===== src/hcbp_pkg.sv =====
// Shared types, opcodes and constants for the variable-length code packer.
// Used by every module of the block; depends on nothing else.
`default_nettype none

package hcbp_pkg;

  localparam int BYTE_W           = 8;
  localparam int SYM_W            = 8;
  localparam int TABLE_DEPTH      = 1 << SYM_W;
  localparam int LEN_FIELD_W      = 6;
  localparam int CODE_FIELD_W     = 32;
  localparam int PEND_W           = 7;
  localparam int MAX_CODE_LEN_DEF = 32;

  localparam logic [1:0] OP_LOAD   = 2'd0;
  localparam logic [1:0] OP_ENCODE = 2'd1;
  localparam logic [1:0] OP_FLUSH  = 2'd2;

  typedef struct packed {
    logic [1:0]              opcode;
    logic [SYM_W-1:0]        symbol;
    logic [LEN_FIELD_W-1:0]  code_length;
    logic [CODE_FIELD_W-1:0] code_bits;
  } in_item_t;

  typedef struct packed {
    logic [BYTE_W-1:0] out_byte;
    logic              last_byte;
  } out_item_t;

  typedef enum logic [1:0] {
    ST_IDLE,
    ST_MERGE,
    ST_EMIT
  } pack_state_t;

endpackage

`default_nettype wire


===== src/hcbp_extract.sv =====
// Shared byte extractor: takes the top byte of the valid bits of the
// accumulator and masks off what was taken. Uses hcbp_pkg.
`default_nettype none

module hcbp_extract import hcbp_pkg::*; #(
  parameter int ACC_W = MAX_CODE_LEN_DEF + PEND_W,
  parameter int TOT_W = $clog2(ACC_W + 1)
) (
  input  wire logic [ACC_W-1:0]  acc,
  input  wire logic [TOT_W-1:0]  total,
  output logic      [BYTE_W-1:0] byte_val,
  output logic      [ACC_W-1:0]  rem_acc,
  output logic      [TOT_W-1:0]  rem_total
);

  logic [ACC_W-1:0] shifted;

  // The caller only uses this with at least one full byte in the accumulator.
  always_comb begin
    rem_total = total - TOT_W'(BYTE_W);
    shifted   = acc >> rem_total;
    byte_val  = shifted[BYTE_W-1:0];
    rem_acc   = acc & ~({ACC_W{1'b1}} << rem_total);
  end

endmodule

`default_nettype wire


===== config.mk =====
export PLATFORM = sky130hd
export DESIGN_NAME = hcbp_extract
export DESIGN_NICKNAME = d
export VERILOG_FILES = /design/src/hcbp_pkg.sv /design/src/hcbp_extract.sv
export SDC_FILE = /design/constraint.sdc
export NUM_CORES = 1
export LEC_CHECK = 0
export BUFFER_PORTS_ARGS = -buffer_cell sky130_fd_sc_hd__buf_4
export CORE_MARGIN = 4
export CORE_UTILIZATION = 55
export DETAILED_ROUTE_END_ITERATION = 12
export GPL_ROUTABILITY_DRIVEN = 0
export PLACE_DENSITY = 0.91
export SLEW_MARGIN = 25
export SYNTH_ARGS = -nofsm -noshare
export SYNTH_HDL_FRONTEND = slang
export SYNTH_SLANG_ARGS = --single-unit

===== constraint.sdc =====
create_clock -name vclk -period 5.3
set_input_delay 1.06 -clock vclk [all_inputs]
set_output_delay 1.06 -clock vclk [all_outputs]
set_load 0.005 [all_outputs]

Word-level counts from Yosys, hierarchy flattened
Index checks and enable logic that the tools add are counted.
{"block": "totals", "register_bits": 0, "output_inout_bits": 53, "word_cells": 5}
{"block": "classes", "n_addsub": 1, "shift": 2, "bitwise": 2}
{"op": "bitwise AND 39 bit", "n": 1}
{"op": "NOT 39 bit", "n": 1}
{"op": "<< shifter 39 x 6 -> 39 bit (first input constant)", "n": 1}
{"op": ">> shifter 39 x 6 -> 8 bit", "n": 1}
{"op": "subtractor 6 x 4 -> 6 bit (second input constant)", "n": 1}

Longest topological paths before layout
Gate-level depths: netlist of run 1.
{"block": "logic_depth", "depth_word": 4, "depth_mapped": 10, "mapped_depth_nobuf": 8}

Worst setup path before layout of run 1
OpenSTA, ideal clock, no wires.
{"block": "synth_timing", "path_type": "input -> output", "from": "in total[3]", "to": "out byte_val[6]", "arrival_ns": 2.894, "required_ns": 4.240, "path_slack_ns": 1.346, "stages": 10, "path_buffers": 3, "path_cell_list": "clkbuf_1 -> inv_2 -> ha_1 -> clkbuf_1 -> and2_1 -> clkbuf_1 -> o21ai_0 -> a211oi_1 -> a211oi_1 -> o21ai_1"}
{"block": "synth_between", "elab_chain_len": 2}
{"item": "start, declared", "line": "hcbp_extract.sv:10", "text": "input wire logic [TOT_W-1:0] total,"}
{"item": "subtractor 6 x 4 -> 6 bit", "line": "hcbp_extract.sv:20", "text": "rem_total = total - TOT_W'(BYTE_W);"}
{"item": "net rem_total[3]", "line": "hcbp_extract.sv:13", "text": "output logic [TOT_W-1:0] rem_total"}
{"item": ">> shifter 39 x 6 -> 8 bit", "line": "hcbp_extract.sv:21", "text": "shifted = acc >> rem_total;"}
{"item": "end, declared", "line": "hcbp_extract.sv:11", "text": "output logic [BYTE_W-1:0] byte_val,"}
The timed path passes the listed nets, and every way through them passes these cells.

Worst setup path in the final report of run 1
{"block": "layout_timing", "from": "in total[3]", "to": "out byte_val[6]"}
{"block": "layout_between", "elab_chain_len": 2}
{"item": "subtractor 6 x 4 -> 6 bit", "line": "hcbp_extract.sv:20"}
{"item": ">> shifter 39 x 6 -> 8 bit", "line": "hcbp_extract.sv:21"}
No other way between the ends.

==> results of run 1 <==
[worst paths after layout]
path     endpoint  slack (ns)
max   byte_val[6]        0.82
min   rem_acc[31]        2.42
[power by group]
part	total, W	switching (W)	leakage [nW]	internal, W
Clock	0	0	0	0
Combinational	0.000325	0.000166	1.29	0.000159
Sequential	0	0	0	0
[cell usage after synthesis, drive strengths merged (2+ instances only)]
master	number
nand2b	2
mux4	21
a31oi	2
a211oi	6
a22o	2
mux2	25
nor2b	5
o22ai	9
nand2	26
ha	3
nor3	7
o21a	10
a21boi	10
o31ai	5
o21ai	17
nor2	28
inv	10
o211ai	3
and2	13
buf	18
clkbuf	13
o311ai	4
nor4	3
nand3	5
mux2i	20
a21oi	16
[stage by stage]
step,setup slack [ns],cell area [µm²]
floorplan,1.35,2260
global placement,0.967,2910
detailed placement,0.954,2910
CTS,0.932,2910
global route,0.726,2910
finish,0.821,2910
[final cells by class]
cell class                 instances  area, µm²  area share (%)
tap                               50       62.6            2.15
multi-input combinational        256       2060            70.7
timing repair buffer             100        751            25.8
inverter                          11       41.3            1.42
[logic make-up after synthesis]
| kind of cell | Yosys count | synth area share, % |
|---|---|---|
| buffers and inverters | 42 | 9.01 |
| adder cells (fa/ha/maj) | 3 | 1.66 |
| multiplexers | 66 | 42.4 |
| AND/OR/NAND/NOR | 94 | 19.5 |
| AO/OA/AOI/OAI | 93 | 27.5 |
[metal layers]
metal  vias to the layer above  share of wire (%)
met5                         -                  0
met4                         0                5.2
met3                        70                 14
met2                       267                 44
met1                      1318                 37
li1                       1273                  -
[worst min-delay path: cells and delay by family]
| kind | cells | cell delay, ns |
|---|---|---|
| buf+inv | 2 | 0.19 |
| simple gates | 1 | 0.11 |
==> flow_summary.ini, run 1 <==
[cells_and_area]
final_cell_mix = 100 x buf_4, 28 x nor2_1, 26 x nand2_1, 20 x mux4_2, 20 x mux2i_1
clock_buffers = 0
area_growth_pct = 28.8
stdcell_count = 417
layout-drive-gt1-share_pct = 36.5
num-nets-final = 417
utilization_pct = 72.8
final_common_cell = buf_4
antenna_cells = 0
seq_area_um2 = 0
design.seq.count = 0
fill_cells = 334

[setup_path]
cp_cell_sequence = buf_4 -> inv_2 -> ha_1 -> and2_1 -> nand2_1 -> nor2_1 -> a32oi_1 -> o21ai_1 -> buf_4
slowest_stage = ha_1
worstPathArrival_ns = 3.42
critPathKind = input pin to primary output
worst-path-max-fanout = 27
cp_top_family = simple AND/OR/NAND/NOR gates
crit_path_max_incr_delay_ns = 0.67
cp-end-kind = primary output
cp.buffers_inverters = 3
crit_cells = 9
critPathLaunchType = input pin
startpoint = total[3]
path_common_cell = buf_4
crit_required_ns = 4.24

[die]
die_w_um = 72.1
core_area_um2 = 4000
start_util_pct = 56.6
design.die.area_um2 = 5200
floorplan.rows = 23
io_pins = 98
die_height_um = 72.1

[sta]
fmax_ghz = 0.223
period_needed_ns = 4.48
rsz0062_at_grt = false
slew_headroom_pct = 47.3
fin_crit_sh_pct = 84.5
hold_viol = 0
worst_hold_slack_ns = 2.42
finalSetupViolCount = 0
finalSetupTns_ns = 0
tightest_slew_ns = 0.790
finalMaxSlewViolations = 0

[routing]
post-route-drc-count = 0
drtIter0Drc = 419
wirelength_um = 8480
vias = 2928
wl_per_cell_um = 20.3
routed_via_density = 7.02
drtAntennaViolNets = 0
drt-pass1-iter-count = 8

[grt]
grt_busiest_layer = met2
met2_usage_pct = 48.5
grt_max_degree = 63
track_usage_pct = 31.1
grt_pass1_vias = 2709
overflow = 0
met1_usage_pct = 42.3
grtUsageMet3_pct = 7.06
grt_first_pass_wirelength_um = 13300
antenna_found_initial = 0

[power]
power_density_nw_per_um2 = 112
peakVddDrop_mv = 0.0716
leakage_nw = 1.29
power_w = 0.000325

[yosys]
yosysTopAreaCellShare_pct = 19.9
netlist_top_cells_area = mux4_2 20%, mux2i_1 8.8%, mux2_2 6.5%
synthCells = 298
yosysSeqAreaShare_pct = 0
synth_fp_nets = 346
netlist_area_um2 = 2260
syn_area_per_cell_um2 = 7.59
yosysWarnings = 0
synth_cell_types = 48
synth_top_area_cell = mux4_2

[clocking]
cts_resized = 0
cts_hold_buf = 0
post-cts-setup-buffers = 0

[worst_hold_path]
hold_start = acc[31]
hold_path.class = input pin to primary output
holdPathStages = 3

[placement]
dpl.hpwl_um = 6500
port_buffers = 98
placed_cells = 417

[outcome]
status = finished, final reports clean

[job]
max_cap_viol_count = 0
Note: power is estimated with default switching activity, not from simulation.
==> run 2, diff against run 1 <==
- CORE_UTILIZATION: 55 -> 51
- PLACE_DENSITY: 0.91 -> 0.85
- clock period: 5.3 -> 4.35 ns (I/O delays scaled with it)
==> flow_summary.ini, run 2 (synthesis results as in run 1) <==
[routing]
wirelength_um = 8490
drt-pass1-iter-count = 5
drtIter0Drc = 387
post-route-drc-count = 0
vias = 2915
wl_per_cell_um = 20.0
drtAntennaViolNets = 0
routed_via_density = 6.88

[power]
leakage_nw = 1.32
switching_share_pct = 50.4
peakVddDrop_mv = 0.0878
power_w = 0.000400
power_density_nw_per_um2 = 135
power_switching_w = 0.000201
seq_power_share_pct = 0
clkPwrFrac_pct = 0
p_comb_share_pct = 100.0
intPower_w = 0.000198

[die]
die_w_um = 74.6
io_pins = 98
core_area_um2 = 4140
design.die.area_um2 = 5570
die_height_um = 74.6
start_util_pct = 54.6
floorplan.rows = 23

[worst_hold_path]
hold_path.class = input pin to primary output

[setup_path]
endpoint = byte_val[3]
critPathLaunchType = input pin
startpoint = total[3]
critPathKind = input pin to primary output
worstPathArrival_ns = 3.02
worst-path-max-fanout = 27
crit_required_ns = 3.48
cp-end-kind = primary output

[grt]
track_usage_pct = 30.2
antenna_found_initial = 0
grt_first_pass_wirelength_um = 13300
overflow = 0
grt_max_degree = 42
grt_pass1_vias = 2644

[sta]
tightest_slew_ns = 0.687
fmax_ghz = 0.257
finalSetupTns_ns = 0
finalSetupViolCount = 0
finalMaxSlewViolations = 0
rsz0062_at_grt = false
worst_hold_slack_ns = 2.04
period_needed_ns = 3.89
fin_crit_sh_pct = 89.5
hold_viol = 0
slew_headroom_pct = 54.1

[cells_and_area]
area_growth_pct = 31.1
clock_buffers = 0
design.seq.count = 0
final_cell_mix = 107 x buf_4, 28 x nor2_1, 26 x nand2_1, 20 x mux4_2, 20 x mux2i_1
final_common_cell = buf_4
antenna_cells = 0
utilization_pct = 71.6
seq_area_um2 = 0
design_area_um2 = 2970
num-nets-final = 424
layout-drive-gt1-share_pct = 37.7

[clocking]
cts_hold_buf = 0
cts_resized = 0
post-cts-setup-buffers = 0

[placement]
dpl_cell_area_um2 = 2970
dpl.hpwl_um = 6730
port_buffers = 98

[outcome]
status = finished, final reports clean

[job]
max_cap_viol_count = 0
## run 2: changes by cell type in the layout (fill, tap and decap cells not counted)
| cell | previous run | this run |
|---|---|---|
| buf_4 | 100 | 107 |
## run 2: metrics by stage
stage | setup slack [ns] | cells
after floorplan | 0.776 | 298
after global placement | 0.611 | 424
after detailed placement | 0.530 | 424
after CTS | 0.525 | 424
after global routing | 0.273 | 424
final | 0.457 | 424
## run 2: worst min path at each step
stage	start	end	slack (ns)	cells after the start
after floorplan	total[0]	rem_total[0]	1.82	1
after global placement	acc[8]	rem_acc[8]	2.04	3
after detailed placement	acc[31]	rem_acc[31]	2.04	3
after CTS	acc[31]	rem_acc[31]	2.04	3
after global routing	acc[31]	rem_acc[31]	2.05	3
final	acc[31]	rem_acc[31]	2.04	3
## run 2: power groups by stage
stage / combinational, W / clock (W) / sequential, W
after global routing: 0.000429 / 0 / 0
after detailed placement: 0.000391 / 0 / 0
after floorplan: 0.000226 / 0 / 0
after CTS: 0.000392 / 0 / 0
final: 0.000400 / 0 / 0
after global placement: 0.000385 / 0 / 0
## run 2: layout make-up
type / count / area [µm²]
fillers: 352 / 1180
repair buffers: 107 / 803
inverters: 11 / 41.3
well taps: 50 / 62.6
multi-input cells: 256 / 2060
## run 2: critical path: stages
cell and delay, ns:
buf_4 0.21, inv_2 0.21, ha_1 0.18, inv_1 0.04, ha_1 0.44, buf_4 0.31, nand2_1 0.16, o311ai_1 0.41
buf_4 0.18
## run 2: routing by layer
layer / track usage [%] / vias up / routed length, µm
li1: - / 1290 / -
met1: 43.6 / 1323 / 3160
met2: 47.4 / 268 / 3750
met3: 4.32 / 34 / 1340
met4: 7.91 / 0 / 245
met5: 0 / - / 0
==> run 3, diff against run 2 <==
- CORE_ASPECT_RATIO: not set -> 1.1
==> flow_summary.ini, run 3 (synthesis results as in run 1) <==
[cells_and_area]
utilization_pct = 69.3
layout-drive-gt1-share_pct = 37.7
final_cell_mix = 107 x buf_4, 28 x nor2_1, 26 x nand2_1, 20 x mux4_2, 20 x mux2i_1
design.seq.count = 0
final_common_cell = buf_4
antenna_cells = 0
design_area_um2 = 2970
clock_buffers = 0
area_growth_pct = 31.3
num-nets-final = 424
fill_cells = 364
seq_area_um2 = 0

[routing]
wl_per_cell_um = 20.0
highest_layer = met4
post-route-drc-count = 0
drtIter0Drc = 495
wl_met1_um = 3220
drtAntennaViolNets = 0
routed-wl-met2_um = 4100
wirelength_um = 8570
met3WireLength_um = 959
drt-pass1-iter-count = 8
vias = 2919
routed_via_density = 6.82

[sta]
finalSetupViolCount = 0
slew_headroom_pct = 52.4
tightest_slew_ns = 0.706
finalSetupTns_ns = 0
rsz0062_at_grt = false
period_needed_ns = 3.77
fmax_ghz = 0.265
finalMaxSlewViolations = 0
hold_viol = 0
worst_hold_slack_ns = 2.04
fin_crit_sh_pct = 86.7

[die]
floorplan.rows = 25
die_w_um = 71.5
die_height_um = 77.9
io_pins = 98
core_area_um2 = 4290
start_util_pct = 52.8
design.die.area_um2 = 5570

[clocking]
post-cts-setup-buffers = 0
cts_resized = 0
cts_hold_buf = 0

[grt]
grt_first_pass_wirelength_um = 13400
grt_pass1_vias = 2697
track_usage_pct = 29.4
overflow = 0
antenna_found_initial = 0
grt_max_degree = 43

[setup_path]
worst-path-max-fanout = 29
cp-end-kind = primary output
critPathLaunchType = input pin
worstPathArrival_ns = 2.90
crit_required_ns = 3.48
critPathKind = input pin to primary output

[placement]
dpl.hpwl_um = 6710
dpl_cell_area_um2 = 2970
port_buffers = 98

[outcome]
status = finished, final reports clean

[power]
peakVddDrop_mv = 0.0870
leakage_nw = 1.32
power_density_nw_per_um2 = 134

[worst_hold_path]
hold_path.class = input pin to primary output

[job]
max_cap_viol_count = 0
==> run 3: area by class of cell <==
cell class	instances	area, µm²	share of cell area [%]
multi-input cells	256	2060	69.3
well taps	54	67.6	2.27
repair buffers	107	803	27.0
inverters	11	41.3	1.39
==> run 3: worst paths after layout <==
path	startpoint	end	slack (ns)	cells after the start
hold / removal	acc[31]	rem_acc[31]	2.04	3
setup / recovery	total[3]	byte_val[4]	0.58	10
==> run 3: per-layer routing <==
layer,GRT usage [%],vias up
met5,0,-
met4,9.77,0
met3,4.02,29
met2,48.9,241
met1,38.8,1354
li1,-,1295
==> run 3: power breakdown <==
| part | total (W) | switching (W) | internal, W |
|---|---|---|---|
| logic | 0.000399 | 0.000202 | 0.000197 |
| clock network | 0 | 0 | 0 |
| registers | 0 | 0 | 0 |
==> run 3: per-stage QoR <==
stage | std cells | power [W] | setup slack, ns
after floorplan | 298 | 0.000226 | 0.776
after global placement | 428 | 0.000384 | 0.651
after detailed placement | 428 | 0.000391 | 0.618
after CTS | 428 | 0.000393 | 0.620
after global routing | 428 | 0.000428 | 0.427
final | 428 | 0.000399 | 0.579
==> run 3: worst max-delay path: stages <==
cell	delay [ns]
buf_4	0.11
inv_2	0.20
ha_1	0.20
inv_1	0.04
ha_1	0.29
buf_4	0.25
inv_1	0.26
o21ai_0	0.20
o31ai_1	0.31
buf_4	0.16
